`src/rtl/core/bcc_pkg.sv`:
```
`timescale 1ns / 1ps
// ----------------------------------------------------------------------------
// bcc_pkg
// Shared types and constants for the button click classifier.
// ----------------------------------------------------------------------------
package bcc_pkg;

  localparam int NOW_W   = 32;   // width of the sampled time field
  localparam int DELAY_W = 16;   // width of every delay register
  localparam int COUNT_W = 8;    // press counter width
  localparam int CFG_IDX_W = 2;

  typedef logic [DELAY_W-1:0]   delay_t;
  typedef logic [NOW_W-1:0]     now_t;
  typedef logic [COUNT_W-1:0]   count_t;
  typedef logic [CFG_IDX_W-1:0] cfg_idx_t;

  typedef enum logic [1:0] {
    CLS_OFF       = 2'd0,
    CLS_MOMENTARY = 2'd1,
    CLS_LATCHED   = 2'd2,
    CLS_DOUBLE    = 2'd3
  } class_t;

  // configuration register indexes
  localparam cfg_idx_t REG_DEBOUNCE = 2'd0;
  localparam cfg_idx_t REG_MOMENTARY = 2'd1;
  localparam cfg_idx_t REG_DOUBLE = 2'd2;

  localparam delay_t DEBOUNCE_RST  = 16'd10;
  localparam delay_t MOMENTARY_RST = 16'd500;
  localparam delay_t DOUBLE_RST    = 16'd300;

  localparam count_t COUNT_MAX = '1;

endpackage

```
`src/rtl/core/bcc_in_if.sv`:
```
`timescale 1ns / 1ps
// ----------------------------------------------------------------------------
// bcc_in_if
// Sample request channel: pin level and millisecond time.
// ----------------------------------------------------------------------------
interface bcc_in_if;
  import bcc_pkg::*;

  logic valid;
  logic ready;
  logic button_level;
  now_t now_ms;

  modport source (output valid, output button_level, output now_ms, input ready);
  modport sink   (input valid, input button_level, input now_ms, output ready);
endinterface

```
`src/rtl/core/bcc_out_if.sv`:
```
`timescale 1ns / 1ps
// ----------------------------------------------------------------------------
// bcc_out_if
// Result request channel: button class.
// ----------------------------------------------------------------------------
interface bcc_out_if;
  import bcc_pkg::*;

  logic   valid;
  logic   ready;
  class_t button_class;

  modport source (output valid, output button_class, input ready);
  modport sink   (input valid, input button_class, output ready);
endinterface

```
`src/rtl/core/bcc_cfg_if.sv`:
```
`timescale 1ns / 1ps
// ----------------------------------------------------------------------------
// bcc_cfg_if
// Configuration write channel: register index and write data.
// ----------------------------------------------------------------------------
interface bcc_cfg_if;
  import bcc_pkg::*;

  logic     valid;
  logic     ready;
  cfg_idx_t index;
  delay_t   data;

  modport source (output valid, output index, output data, input ready);
  modport sink   (input valid, input index, input data, output ready);
endinterface

```
`src/rtl/core/button_click_classifier.sv`:
```
`timescale 1ns / 1ps
// ----------------------------------------------------------------------------
// button_click_classifier
// Debounced push-button classifier: off, momentary, latched, double click.
// ----------------------------------------------------------------------------
// Each sample request (pin level, ms time) yields exactly one class request.
// The sample is captured in an input register, then one pass of
// subtract-and-compare logic against the state registers writes the result
// register. One sample is accepted every cycle unless out_req stalls; the
// result register lets a new sample enter while a finished class is still
// waiting on out_req. The config port is always ready; write it only while
// the block is idle. Time differences wrap modulo 2^TIME_BITS; a press
// counter saturates at its maximum.
module button_click_classifier #(
  parameter int TIME_BITS = 32
) (
  input  logic clk,
  input  logic rst_n,
  bcc_in_if.sink    in_req,
  bcc_out_if.source out_req,
  bcc_cfg_if.sink   cfg_req
);
  import bcc_pkg::*;

  // bits of the sampled time that survive masking to TIME_BITS
  localparam int KEEP_W = (TIME_BITS < NOW_W) ? TIME_BITS : NOW_W;

  typedef logic [TIME_BITS-1:0] tm_t;

  // configuration
  delay_t debounce_r, momentary_r, double_r;

  // input stage
  logic s1_valid_r;
  logic s1_level_r;
  now_t s1_now_r;

  // result stage
  logic   out_valid_r;
  class_t out_class_r;

  // classifier state
  logic   stable_level_r, stable_level_nxt;
  logic   lockout_r, lockout_nxt;
  logic   toggle_r, toggle_nxt;
  count_t count_r, count_nxt;
  class_t class_r, class_nxt;
  tm_t    last_edge_r, last_edge_nxt;
  tm_t    win_start_r, win_start_nxt;

  logic s1_adv;
  tm_t  now_t_v;
  tm_t  since_edge_old, since_edge_new, since_win;
  logic is_edge;

  // handshakes
  assign s1_adv        = s1_valid_r && (!out_valid_r || out_req.ready);
  assign in_req.ready  = !s1_valid_r || s1_adv;
  assign cfg_req.ready = 1'b1;
  assign out_req.valid = out_valid_r;
  assign out_req.button_class = out_class_r;

  // configuration registers; indexes past the list are dropped
  always_ff @(posedge clk) begin
    if (!rst_n) begin
      debounce_r  <= DEBOUNCE_RST;
      momentary_r <= MOMENTARY_RST;
      double_r    <= DOUBLE_RST;
    end else if (cfg_req.valid) begin
      case (cfg_req.index)
        REG_DEBOUNCE:  debounce_r  <= cfg_req.data;
        REG_MOMENTARY: momentary_r <= cfg_req.data;
        REG_DOUBLE:    double_r    <= cfg_req.data;
        default: ;
      endcase
    end
  end

  // input register
  always_ff @(posedge clk) begin
    if (!rst_n) begin
      s1_valid_r <= 1'b0;
    end else if (in_req.ready) begin
      s1_valid_r <= in_req.valid;
    end
  end

  always_ff @(posedge clk) begin
    if (in_req.valid && in_req.ready) begin
      s1_level_r <= in_req.button_level;
      s1_now_r   <= in_req.now_ms;
    end
  end

  // classification pass
  always_comb begin
    now_t_v = tm_t'(s1_now_r[KEEP_W-1:0]);
    is_edge = (s1_level_r != stable_level_r) && !lockout_r;

    stable_level_nxt = stable_level_r;
    lockout_nxt      = lockout_r;
    toggle_nxt       = toggle_r;
    count_nxt        = count_r;
    class_nxt        = class_r;
    last_edge_nxt    = last_edge_r;
    win_start_nxt    = win_start_r;

    since_edge_old = now_t_v - last_edge_r;

    // edge handling
    if (is_edge) begin
      lockout_nxt   = 1'b1;
      last_edge_nxt = now_t_v;
      if (!s1_level_r) begin
        // press: opens a double-click candidate
        win_start_nxt = last_edge_r;
        if (count_r != COUNT_MAX) begin
          count_nxt = count_r + count_t'(1);
        end
        class_nxt = CLS_MOMENTARY;
      end else if (count_r != '0) begin
        class_nxt = CLS_DOUBLE;
      end else if (class_r == CLS_MOMENTARY && since_edge_old < tm_t'(momentary_r)) begin
        class_nxt  = toggle_r ? CLS_OFF : CLS_LATCHED;
        toggle_nxt = !toggle_r;
      end else begin
        class_nxt = CLS_OFF;
      end
    end

    // lockout expiry, measured from the possibly updated edge time
    since_edge_new = now_t_v - last_edge_nxt;
    if (lockout_nxt && since_edge_new > tm_t'(debounce_r)) begin
      lockout_nxt      = 1'b0;
      stable_level_nxt = s1_level_r;
    end

    // double-click window expiry
    since_win = now_t_v - win_start_nxt;
    if (since_win > tm_t'(double_r)) begin
      count_nxt = '0;
    end
  end

  // state and result registers
  always_ff @(posedge clk) begin
    if (!rst_n) begin
      stable_level_r <= 1'b0;
      lockout_r      <= 1'b0;
      toggle_r       <= 1'b0;
      count_r        <= '0;
      class_r        <= CLS_OFF;
      last_edge_r    <= '0;
      win_start_r    <= '0;
      out_valid_r    <= 1'b0;
    end else begin
      if (s1_adv) begin
        stable_level_r <= stable_level_nxt;
        lockout_r      <= lockout_nxt;
        toggle_r       <= toggle_nxt;
        count_r        <= count_nxt;
        class_r        <= class_nxt;
        last_edge_r    <= last_edge_nxt;
        win_start_r    <= win_start_nxt;
        out_valid_r    <= 1'b1;
      end else if (out_req.ready) begin
        out_valid_r <= 1'b0;
      end
    end
  end

  always_ff @(posedge clk) begin
    if (s1_adv) begin
      out_class_r <= class_nxt;
    end
  end

endmodule
```
`src/flat_wrapper.sv`:
```
// flat-port wrapper written by rule: the top's interface ports become plain ports
module button_click_classifier_flat import bcc_pkg::*;
#(
  parameter int TIME_BITS = 32
)
  (clk, rst_n, in_req_valid, in_req_button_level, in_req_now_ms, in_req_ready, out_req_valid, out_req_button_class, out_req_ready, cfg_req_valid, cfg_req_index, cfg_req_data, cfg_req_ready);
  bcc_in_if in_req_i ();
  bcc_out_if out_req_i ();
  bcc_cfg_if cfg_req_i ();
  input  logic clk;
  input  logic rst_n;
  input wire logic [$bits(in_req_i.valid)-1:0] in_req_valid;
  input wire logic [$bits(in_req_i.button_level)-1:0] in_req_button_level;
  input wire logic [$bits(in_req_i.now_ms)-1:0] in_req_now_ms;
  output wire logic [$bits(in_req_i.ready)-1:0] in_req_ready;
  output wire logic [$bits(out_req_i.valid)-1:0] out_req_valid;
  output wire logic [$bits(out_req_i.button_class)-1:0] out_req_button_class;
  input wire logic [$bits(out_req_i.ready)-1:0] out_req_ready;
  input wire logic [$bits(cfg_req_i.valid)-1:0] cfg_req_valid;
  input wire logic [$bits(cfg_req_i.index)-1:0] cfg_req_index;
  input wire logic [$bits(cfg_req_i.data)-1:0] cfg_req_data;
  output wire logic [$bits(cfg_req_i.ready)-1:0] cfg_req_ready;
  assign in_req_i.valid = in_req_valid;
  assign in_req_i.button_level = in_req_button_level;
  assign in_req_i.now_ms = in_req_now_ms;
  assign in_req_ready = in_req_i.ready;
  assign out_req_valid = out_req_i.valid;
  assign out_req_button_class = out_req_i.button_class;
  assign out_req_i.ready = out_req_ready;
  assign cfg_req_i.valid = cfg_req_valid;
  assign cfg_req_i.index = cfg_req_index;
  assign cfg_req_i.data = cfg_req_data;
  assign cfg_req_ready = cfg_req_i.ready;
  button_click_classifier #(.TIME_BITS(TIME_BITS)) u_core (.clk(clk), .rst_n(rst_n), .in_req(in_req_i), .out_req(out_req_i), .cfg_req(cfg_req_i));
endmodule
```
`config.mk`:
```
export PLATFORM = sky130hd
export DESIGN_NAME = button_click_classifier_flat
export DESIGN_NICKNAME = d
export VERILOG_FILES = /design/src/rtl/core/bcc_pkg.sv /design/src/rtl/core/bcc_in_if.sv /design/src/rtl/core/bcc_out_if.sv /design/src/rtl/core/bcc_cfg_if.sv /design/src/rtl/core/button_click_classifier.sv /design/src/flat_wrapper.sv
export SDC_FILE = /design/constraint.sdc
export NUM_CORES = 1
export LEC_CHECK = 0
export BUFFER_PORTS_ARGS = -buffer_cell sky130_fd_sc_hd__clkbuf_2
export CAP_MARGIN = 10
export CORE_AREA = 8 8 193 195
export CTS_CLUSTER_DIAMETER = 50
export CTS_CLUSTER_SIZE = 28
export DETAILED_ROUTE_END_ITERATION = 8
export DIE_AREA = 0 0 201 203
export PLACE_DENSITY_LB_ADDON = 0.05
export REMOVE_ABC_BUFFERS = 1
export SYNTH_ARGS = -nofsm -noshare
export SYNTH_HDL_FRONTEND = slang
export SYNTH_SLANG_ARGS = --single-unit
```
`constraint.sdc`:
```
create_clock -name clk -period 8.1 [get_ports clk]
set_input_delay 1.62 -clock clk [delete_from_list [all_inputs] [get_ports clk]]
set_output_delay 1.62 -clock clk [all_outputs]
set_load 0.05 [all_outputs]
```
# After elaboration in Yosys (flattened, before gate mapping)
# Index checks and enable logic that the tools add are counted.
[word_totals] reg_bits=162 input_bits=56 wordCells=67
[op_classes] add_sub_neg=4 magnitude_cmp=3 n_eq_ne=6 muxes=16 bitwise=1 reduce_logical=22
[op_table] cell="$mux 32" count=3
[op_table] cell="$sub 32x32->32" count=3
[op_table] cell="$gt 32x16->1" count=2
[op_table] cell="$lt 32x16->1" count=1
[op_table] cell="$mux 8" count=4
[op_table] cell="$mux 2" count=5
[op_table] cell="$add 8x1->8 const B" count=1
[op_table] cell="$ne 8x8->1 const B" count=1
[op_table] cell="$reduce_and 2->1" count=4
[op_table] cell="$reduce_bool 8->1" count=1
[op_table] cell="$reduce_bool 2->1" count=3
[op_table] cell="$logic_and 1x1->1" count=5
[op_table] cell="$reduce_and 5->1" count=1
[op_table] cell="$eq 2x1->1 const B" count=2
[op_table] cell="$logic_not 1->1" count=4
[op_table] cell="$mux 1" count=4
[op_table] cell="$reduce_and 4->1" count=1
[op_table] cell="$eq 2x2->1 const B" count=1
[op_table] cell="$logic_not 2->1" count=1
[op_table] cell="$logic_or 1x1->1" count=2
[op_table] cell="$ne 2x2->1 const B" count=1
[op_table] cell="$ne 1x1->1" count=1
[op_table] cell="$not 1->1" count=1

# Depth between registers and ports, before layout
# Gate-level depths: netlist of the first run.
[logic_depth] ltp_word=7 depth_mapped=32 depth_no_buf=27

# Least setup slack after synthesis of the first run
# No wires, ideal clock.
[synth_path] kind="flip-flop to flip-flop" start="register u_core.s1_level_r" end="register u_core.count_r[4]" setup_time_ns=0.138 arrival_time_ns=5.614 setup_slack_ns=2.347 stages_incl_launch_ff=32 synth_period_minus_slack_ns=5.753 path_cell_list="edfxtp_1 > or3b_1 > buf_6 > buf_6 > buf_2 > buf_1 > nand2_1 > nand2_1 > ha_1 > inv_1 > a221o_1 > o211ai_1 > nand2_1 > maj3_1 > a21boi_0 > o31ai_1 > a21oi_1 > xnor2_1 > ha_1 > a41o_1 > a21oi_1 > o211ai_1 > a41oi_1 > a31oi_1 > nor4_1 > nand4_1 > nor4_2 > nand4_1 > nor4b_4 > buf_6 > or3_1 > a21oi_1"
[synth_via] elab_chain_cells=7 word_cells_on_any_way=11 cone_classes="add/sub (1); order compare (1); eq/ne (2); mux (3); reduce/logical (4)"
[synth_rtl] item="start, declared" line_no="button_click_classifier.sv:35" source="logic s1_level_r;"
[synth_rtl] item="start signal, assigned" line_no="button_click_classifier.sv:90" source="s1_level_r <= in_req.button_level;"
[synth_rtl] item="$ne 1x1->1" line_no="button_click_classifier.sv:98" source="is_edge = (s1_level_r != stable_level_r) && !lockout_r;"
[synth_rtl] item="$logic_and 1x1->1" line_no="button_click_classifier.sv:98"
[synth_rtl] item="$mux 32 (*)" line_no="button_click_classifier.sv:111" source="if (is_edge) begin"
[synth_rtl] item="via u_core.win_start_nxt[0]" line_no="button_click_classifier.sv:49" source="tm_t win_start_r, win_start_nxt;"
[synth_rtl] item="$sub 32x32->32 (*)" line_no="button_click_classifier.sv:139" source="since_win = now_t_v - win_start_nxt;"
[synth_rtl] item="$gt 32x16->1 (*)" line_no="button_click_classifier.sv:140" source="if (since_win > tm_t'(double_r)) begin"
[synth_rtl] item="$ne 2x2->1 (no line) / $reduce_bool 2->1 (equally long branches)"
[synth_rtl] item="$reduce_and 4->1 (no line)"
[synth_rtl] item="end signal, assigned" line_no="button_click_classifier.sv:161" source="count_r <= count_nxt;"
[synth_rtl] item="end, declared" line_no="button_click_classifier.sv:46" source="count_t count_r, count_nxt;"
# Mark *: on every way through the listed nets, which the timed path passes. The rest lies on a longest branch.
# A chain may end at the register's enable or synchronous reset.

# Worst setup path in the final report of the first run
[layout_path] start="register u_core.s1_now_r[0] (netlist: u_core.now_t_v[0])" end="register u_core.out_class_r[1] (netlist: u_core.out_req.button_class[1]) (data pin)"
[layout_via] elab_chain_cells=7
[layout_rtl] item="start, declared" line_no="button_click_classifier.sv:36" source="now_t s1_now_r;"
[layout_rtl] item="start signal, assigned" line_no="button_click_classifier.sv:91" source="s1_now_r <= in_req.now_ms;"
[layout_rtl] item="$sub 32x32->32" line_no="button_click_classifier.sv:108" source="since_edge_old = now_t_v - last_edge_r;"
[layout_rtl] item="$lt 32x16->1" line_no="button_click_classifier.sv:123" source="end else if (class_r == CLS_MOMENTARY && since_edge_old < tm_t'(momentary_r)) begin"
[layout_rtl] item="$logic_and 1x1->1" line_no="button_click_classifier.sv:123"
[layout_rtl] item="$mux 2" line_no="button_click_classifier.sv:123"
[layout_rtl] item="$mux 2" line_no="button_click_classifier.sv:121" source="end else if (count_r != '0) begin"
[layout_rtl] item="$mux 2" line_no="button_click_classifier.sv:114" source="if (!s1_level_r) begin"
[layout_rtl] item="$mux 2" line_no="button_click_classifier.sv:111"
[layout_rtl] item="via u_core.class_nxt[1]" line_no="button_click_classifier.sv:47" source="class_t class_r, class_nxt;"
[layout_rtl] item="end signal, assigned" line_no="button_click_classifier.sv:174" source="out_class_r <= class_nxt;"
[layout_rtl] item="end, declared" line_no="button_click_classifier.sv:40" source="class_t out_class_r;"
# The timed path passes the listed nets, and every way through them passes these cells.

==> flow_metrics.tcl, run 1 <==
set metrics [dict create \
    synth_top_cell_area_share_pct 18.9 \
    io_pins 61 \
    die_y_um 203 \
    synth_edf_count 35 \
    critPathTopFamily "compound AO/OA/AOI/OAI gates" \
    fmax_mhz 135 \
    worstPathMaxFanout 4 \
    initial_utilization_pct 39.5 \
    max_stage_delay_ps 660 \
    worstSetupEndpointType "flop" \
    worstPathArrival_ps 7760 \
    fin_cells 2203 \
    fin_tns_setup_ps 0 \
    cts_buffer_depth 2 \
    fin_worst_skew_ps 8.32 \
    dp.cells 2171 \
    crit_type "flop to flop" \
    core_area_um2 34100 \
    post_cts.repair.setup_buffers 0 \
    max_slew_margin_pct 30.6 \
    final_layout_size_suffix_gt1_share_pct 7.61 \
    yosysWarnings 0 \
    rsz0062_at_grt "false" \
    cts_hold_buf 0 \
    wirelength_um 44100 \
    wl_met3_um 1610 \
    yosysSeqAreaShare_pct 26.7 \
    min-delay-path-class "flop to flop" \
    yosysTopAreaCell "dfxtp_1" \
    finalPower_mw 2.62 \
    power_frac_seq_pct 34.7 \
    htree_levels 4 \
    grt_max_degree 68 \
    antenna_found_initial 0 \
    dp_hpwl_um 34200 \
    top_layer "met4" \
    clk_latency_ps 460 \
    ctsResizeCount 0 \
    start_kind "flop" \
    internal_power_mw 1.68 \
    route.vias.total 12409 \
    overflow 0 \
    power.share.clock_pct 33.7 \
    final_nets 1923 \
    min_period_ps 7430 \
    cts_tree "yes" \
    die_w_um 201 \
    finalHoldViolCount 0 \
    io_buffer_count 59 \
    cp_slowest_cell "a2111oi_0" \
    ys_ff_latch 162 \
    maxSlewViolCount 0 \
    avgSynthCellArea_um2 7.84 \
    worstMarginPinSlew_ps 1040 \
    drt_iter0_markers 846 \
    period_share_pct 91.7 \
    max-vdd-ir-drop_uv 149 \
    root_buffer "clkbuf_16" \
    drc 0 \
    cts_buffers 17 \
    viasPerCell 5.63 \
    wl_met2_um 19700 \
    drt_pre_antenna_iters 5 \
    p_leak_nw 6.03 \
    synth.distinct_cells 88 \
    status "finished clean" \
    synth_area_leaders "dfxtp_1, ha_1, edfxtp_1, nand2_1, a21oi_1" \
    fin_hold_ws_ps 467 \
    ys_async_sr_fraction_pct 0 \
    drtAntennaViolNets 0 \
    power_switching_uw 946 \
    combinationalPowerShare_pct 31.6 \
    worstPathRequired_ps 8430 \
    finalWeightedCongestion 0.897 \
    power_density_nw_per_um2 178 \
    cap_violations 0 \
    synth_ff_type "dfxtp_1" \
    met1Wirelength_um 22100 \
    path_clk_slew_ps 70 \
    crit_buf_inv 3 \
    rows 68 \
    grt_pass1_wl_um 69100 \
    track_usage_pct 21.4 \
    diodes 0 \
    synthToLayoutAreaGrowth_pct 9.53 \
    syn_area_um2 13500 \
    grt_pass1_vias 12035 \
    wire_per_inst_um 20.0 \
    die_area_um2 40800 \
    cts.sinks 162 \
    setup_viol 0 \
    netlist_instances 1717 \
    p_sw_share_pct 36.1 \
]
-- kinds of logic after synthesis --
| logic type | after synthesis | synth area share, % |
|---|---|---|
| other | 1 | 0.0278 |
| AND/OR/NAND/NOR | 598 | 20.9 |
| XOR/XNOR | 77 | 5.06 |
| multiplexers | 38 | 2.98 |
| flip-flops | 162 | 26.7 |
| adder cells (fa/ha/maj) | 139 | 12.9 |
| AO/OA/AOI/OAI | 509 | 25.8 |
| buffers and inverters | 193 | 5.59 |
-- cell usage in the layout, fill, tap and decap left out, types with 22 or more instances in the layout --
master / n
a21o_1: 50
a21oi_1: 133
xor2_1: 27
dfxtp_1: 127
nor2_1: 110
nand4_1: 29
clkbuf_2: 58
mux2i_1: 32
xnor2_1: 49
nand2_1: 275
nand3_1: 22
inv_1: 122
ha_1: 130
nor3_1: 25
o21ai_0: 59
o211ai_1: 24
nor2b_1: 37
edfxtp_1: 35
a21boi_0: 81
-- layer usage --
metal	GRT usage, %	vias up
li1	-	6194
met1	30.0	5938
met2	34.1	244
met3	2.85	33
met4	5.15	0
met5	0	-
-- final timing paths --
path                          start                        endpoint  slack, ps  depth (start not counted)
min reg2reg  u_core.momentary_r[13]          u_core.momentary_r[13]        470                          2
min          u_core.momentary_r[13]          u_core.momentary_r[13]        470                          2
max reg2reg       u_core.now_t_v[0]  u_core.out_req.button_class[1]        670                         26
max               u_core.now_t_v[0]  u_core.out_req.button_class[1]        670                         26
-- final cells by class --
cell class	instances	area, um^2
clock buffer	18	450
sequential	162	3590
timing repair buffer	69	373
tap	455	569
fill	3521	19400
clock inverter	14	164
multi-input combinational	1362	9140
inverter	123	462
-- tightest hold or removal path, delay by kind of cell (launching register included) --
| family | cells | cell delay, ps |
|---|---|---|
| flip-flops | 1 | 310 |
| AO/OA/AOI/OAI | 1 | 60 |
| AND/OR/NAND/NOR | 1 | 50 |
-- state kept, by name, summed over array words and instances, names as in the netlist, 2 cells and up --
register,flops
u_core.last_edge_r,32
u_core.now_t_v,32
u_core.win_start_r,32
u_core.debounce_r,16
u_core.double_r,16
u_core.momentary_r,16
u_core.count_r,8
u_core.class_r,2
u_core.out_req.button_class,2
-- power by group through the flow --
| stage | Sequential (mW) | Combinational [mW] | Clock [mW] |
|---|---|---|---|
| 4_1_cts | 0.908 | 0.825 | 0.903 |
| 2_1_floorplan | 0.907 | 0.598 | 0 |
| 3_3_place_gp | 0.926 | 0.816 | 0 |
| 5_1_grt | 0.913 | 0.924 | 0.930 |
| 3_5_place_dp | 0.926 | 0.820 | 0 |
| 6_report | 0.909 | 0.830 | 0.884 |
-- Yosys cell counts (all sizes together), types with 5 or more instances --
cell type  count
and4           5
o211ai        24
edfxtp        35
maj3           7
nand2        276
and3          12
a31oi         17
nor2         112
o2111ai        6
o21a          16
and2           9
clkbuf        58
buf           12
mux2i         34
o31ai         11
a21boi        81
nand2b        14
inv          122
a21oi        133
a21o          50
or3           10
nor4b          6
a211oi        12
or2            6
nor4          11
o211a         21
nor3b          6
dfxtp        127
xor2          27
xnor2         50
nand3         22
a2111oi        8
ha           130
or4            6
nor2b         37
nor3          25
nand4         29
o21bai        17
o21ai         67
-- metrics by stage --
step / worst slack [ps] / cell area [um^2] / util, %
2_1_floorplan: 1740 / 13200 / -
3_3_place_gp: 630 / 14100 / 41.4
3_5_place_dp: 729 / 14100 / 41.4
4_1_cts: 629 / 14700 / 43.2
5_1_grt: 243 / 14700 / 43.2
6_report: 671 / 14700 / 43.2
No activity file was read; power rests on OpenSTA's default activity.
==> run 2, diff against run 1 <==
ABC_AREA = 1   (was default)
CORE_AREA = 8 8 198 200   (was 8 8 193 195)
DIE_AREA = 0 0 206 208   (was 0 0 201 203)
==> run 2 against run 1 <==
Worst setup slack better by 1700 ps. Highest routed layer unchanged. Sequential power hardly changed. Register-to-register slack better by 1700 ps. Critical path depth is 2 lower. Utilization hardly changed. First-iteration DRC count is 18% higher.
==> flow_metrics.tcl, run 2 <==
set metrics [dict create \
    status "finished clean" \
    final_nets 2454 \
    initial_utilization_pct 39.6 \
    cts_buffer_depth 2 \
    yosys-top-cells-count "nand2_1, inv_1, nor2_1" \
    core_area_um2 36100 \
    grt_pass1_wl_um 78600 \
    synthSimpleGateAreaFrac_pct 30.0 \
    die_w_um 206 \
    cts_hold_buf 0 \
    antenna_found_initial 0 \
    start_kind "flop" \
    fin_util_pct 43.3 \
    drtAntennaViolNets 0 \
    maxSlewViolCount 0 \
    htree_levels 4 \
    synth_edf_count 35 \
    layout_common_cells "nand2_1, inv_1, nor2_1" \
    syn_area_um2 14300 \
    fin_area_um2 15600 \
    root_buffer "clkbuf_16" \
    overflow 0 \
    min_period_ps 5680 \
    worstSetupEndpointType "flop" \
    viasPerCell 5.26 \
    io_pins 61 \
    max_slew_margin_pct 27.0 \
    synthXorXnorAreaFrac_pct 3.68 \
    drt_iter0_markers 996 \
    period_share_pct 70.2 \
    power_density_nw_per_um2 187 \
    rsz0062_at_grt "false" \
    clk_latency_ps 460 \
    yosysSeqAreaShare_pct 25.2 \
    fin_worst_skew_ps 13.1 \
    die_area_um2 42800 \
    p_leak_nw 7.33 \
    drt_pre_antenna_iters 6 \
    post_cts.repair.setup_buffers 0 \
    cp_common_cell "nand2_1" \
    grt_pass1_vias 13576 \
    wire_per_inst_um 18.5 \
    cts_buffers 17 \
    worstPathMaxFanout 66 \
    final_common_cell "nand2_1" \
    fmax_mhz 176 \
    fillerInstances 3912 \
    cap_violations 0 \
    drc 0 \
    yosysTopAreaCell "dfxtp_1" \
    synth_mux_area_share_pct 0 \
    ys_async_sr_fraction_pct 0 \
    ys_ff_latch 162 \
    dp_hpwl_um 41400 \
    synth_ff_type "dfxtp_1" \
    worstMarginPinSlew_ps 1090 \
    route.vias.total 14449 \
    min-delay-path-class "flop to flop" \
    critPathTopFamily "simple AND/OR/NAND/NOR gates" \
    ctsResizeCount 0 \
    wirelength_um 50800 \
    yosysMostFrequentCell "nand2_1" \
    worstPathArrival_ps 6030 \
    cts_tree "yes" \
    synth-adder-area-share_pct 11.7 \
    max-vdd-ir-drop_uv 150 \
    seq_area_um2 3590 \
    multi_input_area_um2 9150 \
    synth_top_family_by_area "simple AND/OR/NAND/NOR gates" \
    io_buffer_count 59 \
    crit_buf_inv 2 \
    netlist_instances 2231 \
    yosysWarnings 0 \
    finalHoldViolCount 0 \
    synth.distinct_cells 57 \
    synth_top_cell_area_share_pct 17.8 \
    path_cells "inv_1 -> nand2_2 -> o21ai_0 -> ha_1 -> inv_1 -> nor2_1 -> o21ai_0 -> nand2_1 -> nand2_1 -> nand2_1 -> a21oi_2 -> o21ai_0 -> xor2_1 -> ha_1 -> nand4_1 -> nor3_1 -> nor4b_1 -> a31oi_1 -> nor3_1 -> nand3_1 -> nor2_1 -> nand2_1 -> a21oi_1 -> nor2_1" \
    cp_slowest_cell "nand2_2" \
    avgSynthCellArea_um2 6.40 \
    synth_area_leaders "dfxtp_1, nand2_1, ha_1, inv_1, edfxtp_1" \
    track_usage_pct 23.7 \
    worstPathRequired_ps 8450 \
    path_clk_slew_ps 70 \
    crit_type "flop to flop" \
    rows 70 \
    die_y_um 208 \
    finalWeightedCongestion 0.944 \
    setup_viol 0 \
    finalPower_mw 2.91 \
    synthToLayoutAreaGrowth_pct 9.29 \
    grt_max_degree 69 \
    fin_tns_setup_ps 0 \
    max_stage_delay_ps 770 \
    dpl_cell_area_um2 15000 \
    final_layout_size_suffix_gt1_share_pct 6.67 \
    diodes 0 \
    cts.sinks 162 \
    synth-compound-area-share_pct 18.7 \
]
==> run 2: cell count changes after synthesis, moves of 45 or more <==
cell / previous run / this run
inv_1: 122 / 335
nand3_1: 22 / 136
o21ai_0: 59 / 163
a21o_1: 50 / 5
a21boi_0: 81 / 5
nor2_1: 112 / 195
nand2_1: 276 / 557
==> run 2: where the power goes <==
part           internal [mW]  switching, mW
logic                  0.378          0.743
clock network          0.491          0.390
registers              0.872         0.0406
==> run 2: final timing paths <==
kind	slack (ps)	cells past startpoint	end	start
worst max-delay path	2420	24	u_core.stable_level_r	u_core.lockout_r
worst min register to register	470	2	u_core.momentary_r[12]	u_core.momentary_r[12]
worst min-delay path	470	2	u_core.momentary_r[12]	u_core.momentary_r[12]
worst max register to register	2420	24	u_core.stable_level_r	u_core.lockout_r
==> run 2: final cells by class <==
cell class | instances | share of cell area, %
sequential | 162 | 23.0
multi-input combinational | 1668 | 58.6
inverter | 350 | 8.42
clock buffer | 18 | 2.75
timing repair buffer | 67 | 2.28
tap | 468 | 3.75
clock inverter | 14 | 1.15
==> run 2: worst min-delay path: cells and delay by family, from the launching register on <==
kind	cells	cell delay, ps
AOI/OAI and AO/OA	1	60
buffers and inverters	1	70
DFF	1	300
==> run 2: per-layer routing <==
metal	vias up	global-route usage, %	share of wire, %
met1	6596	32.1	48
met2	330	37.0	44
met5	-	0	0
met4	0	10.0	4.1
met3	72	3.29	4.2
li1	7451	-	-
==> run 2: logic make-up after synthesis <==
kind of cell / after synthesis
fa+ha+maj: 132
flops: 162
other cells: 1
simple gates: 1003
buf+inv: 401
compound gates: 472
xor+xnor: 60
==> run 2: through the flow <==
step | hold slack, ps | instances | setup slack [ps]
2_1_floorplan | 435 | 2180 | 3560
3_3_place_gp | 455 | 2715 | 2650
3_5_place_dp | 460 | 2715 | 2390
4_1_cts | 469 | 2747 | 2380
5_1_grt | 483 | 2747 | 1610
6_report | 467 | 2747 | 2420
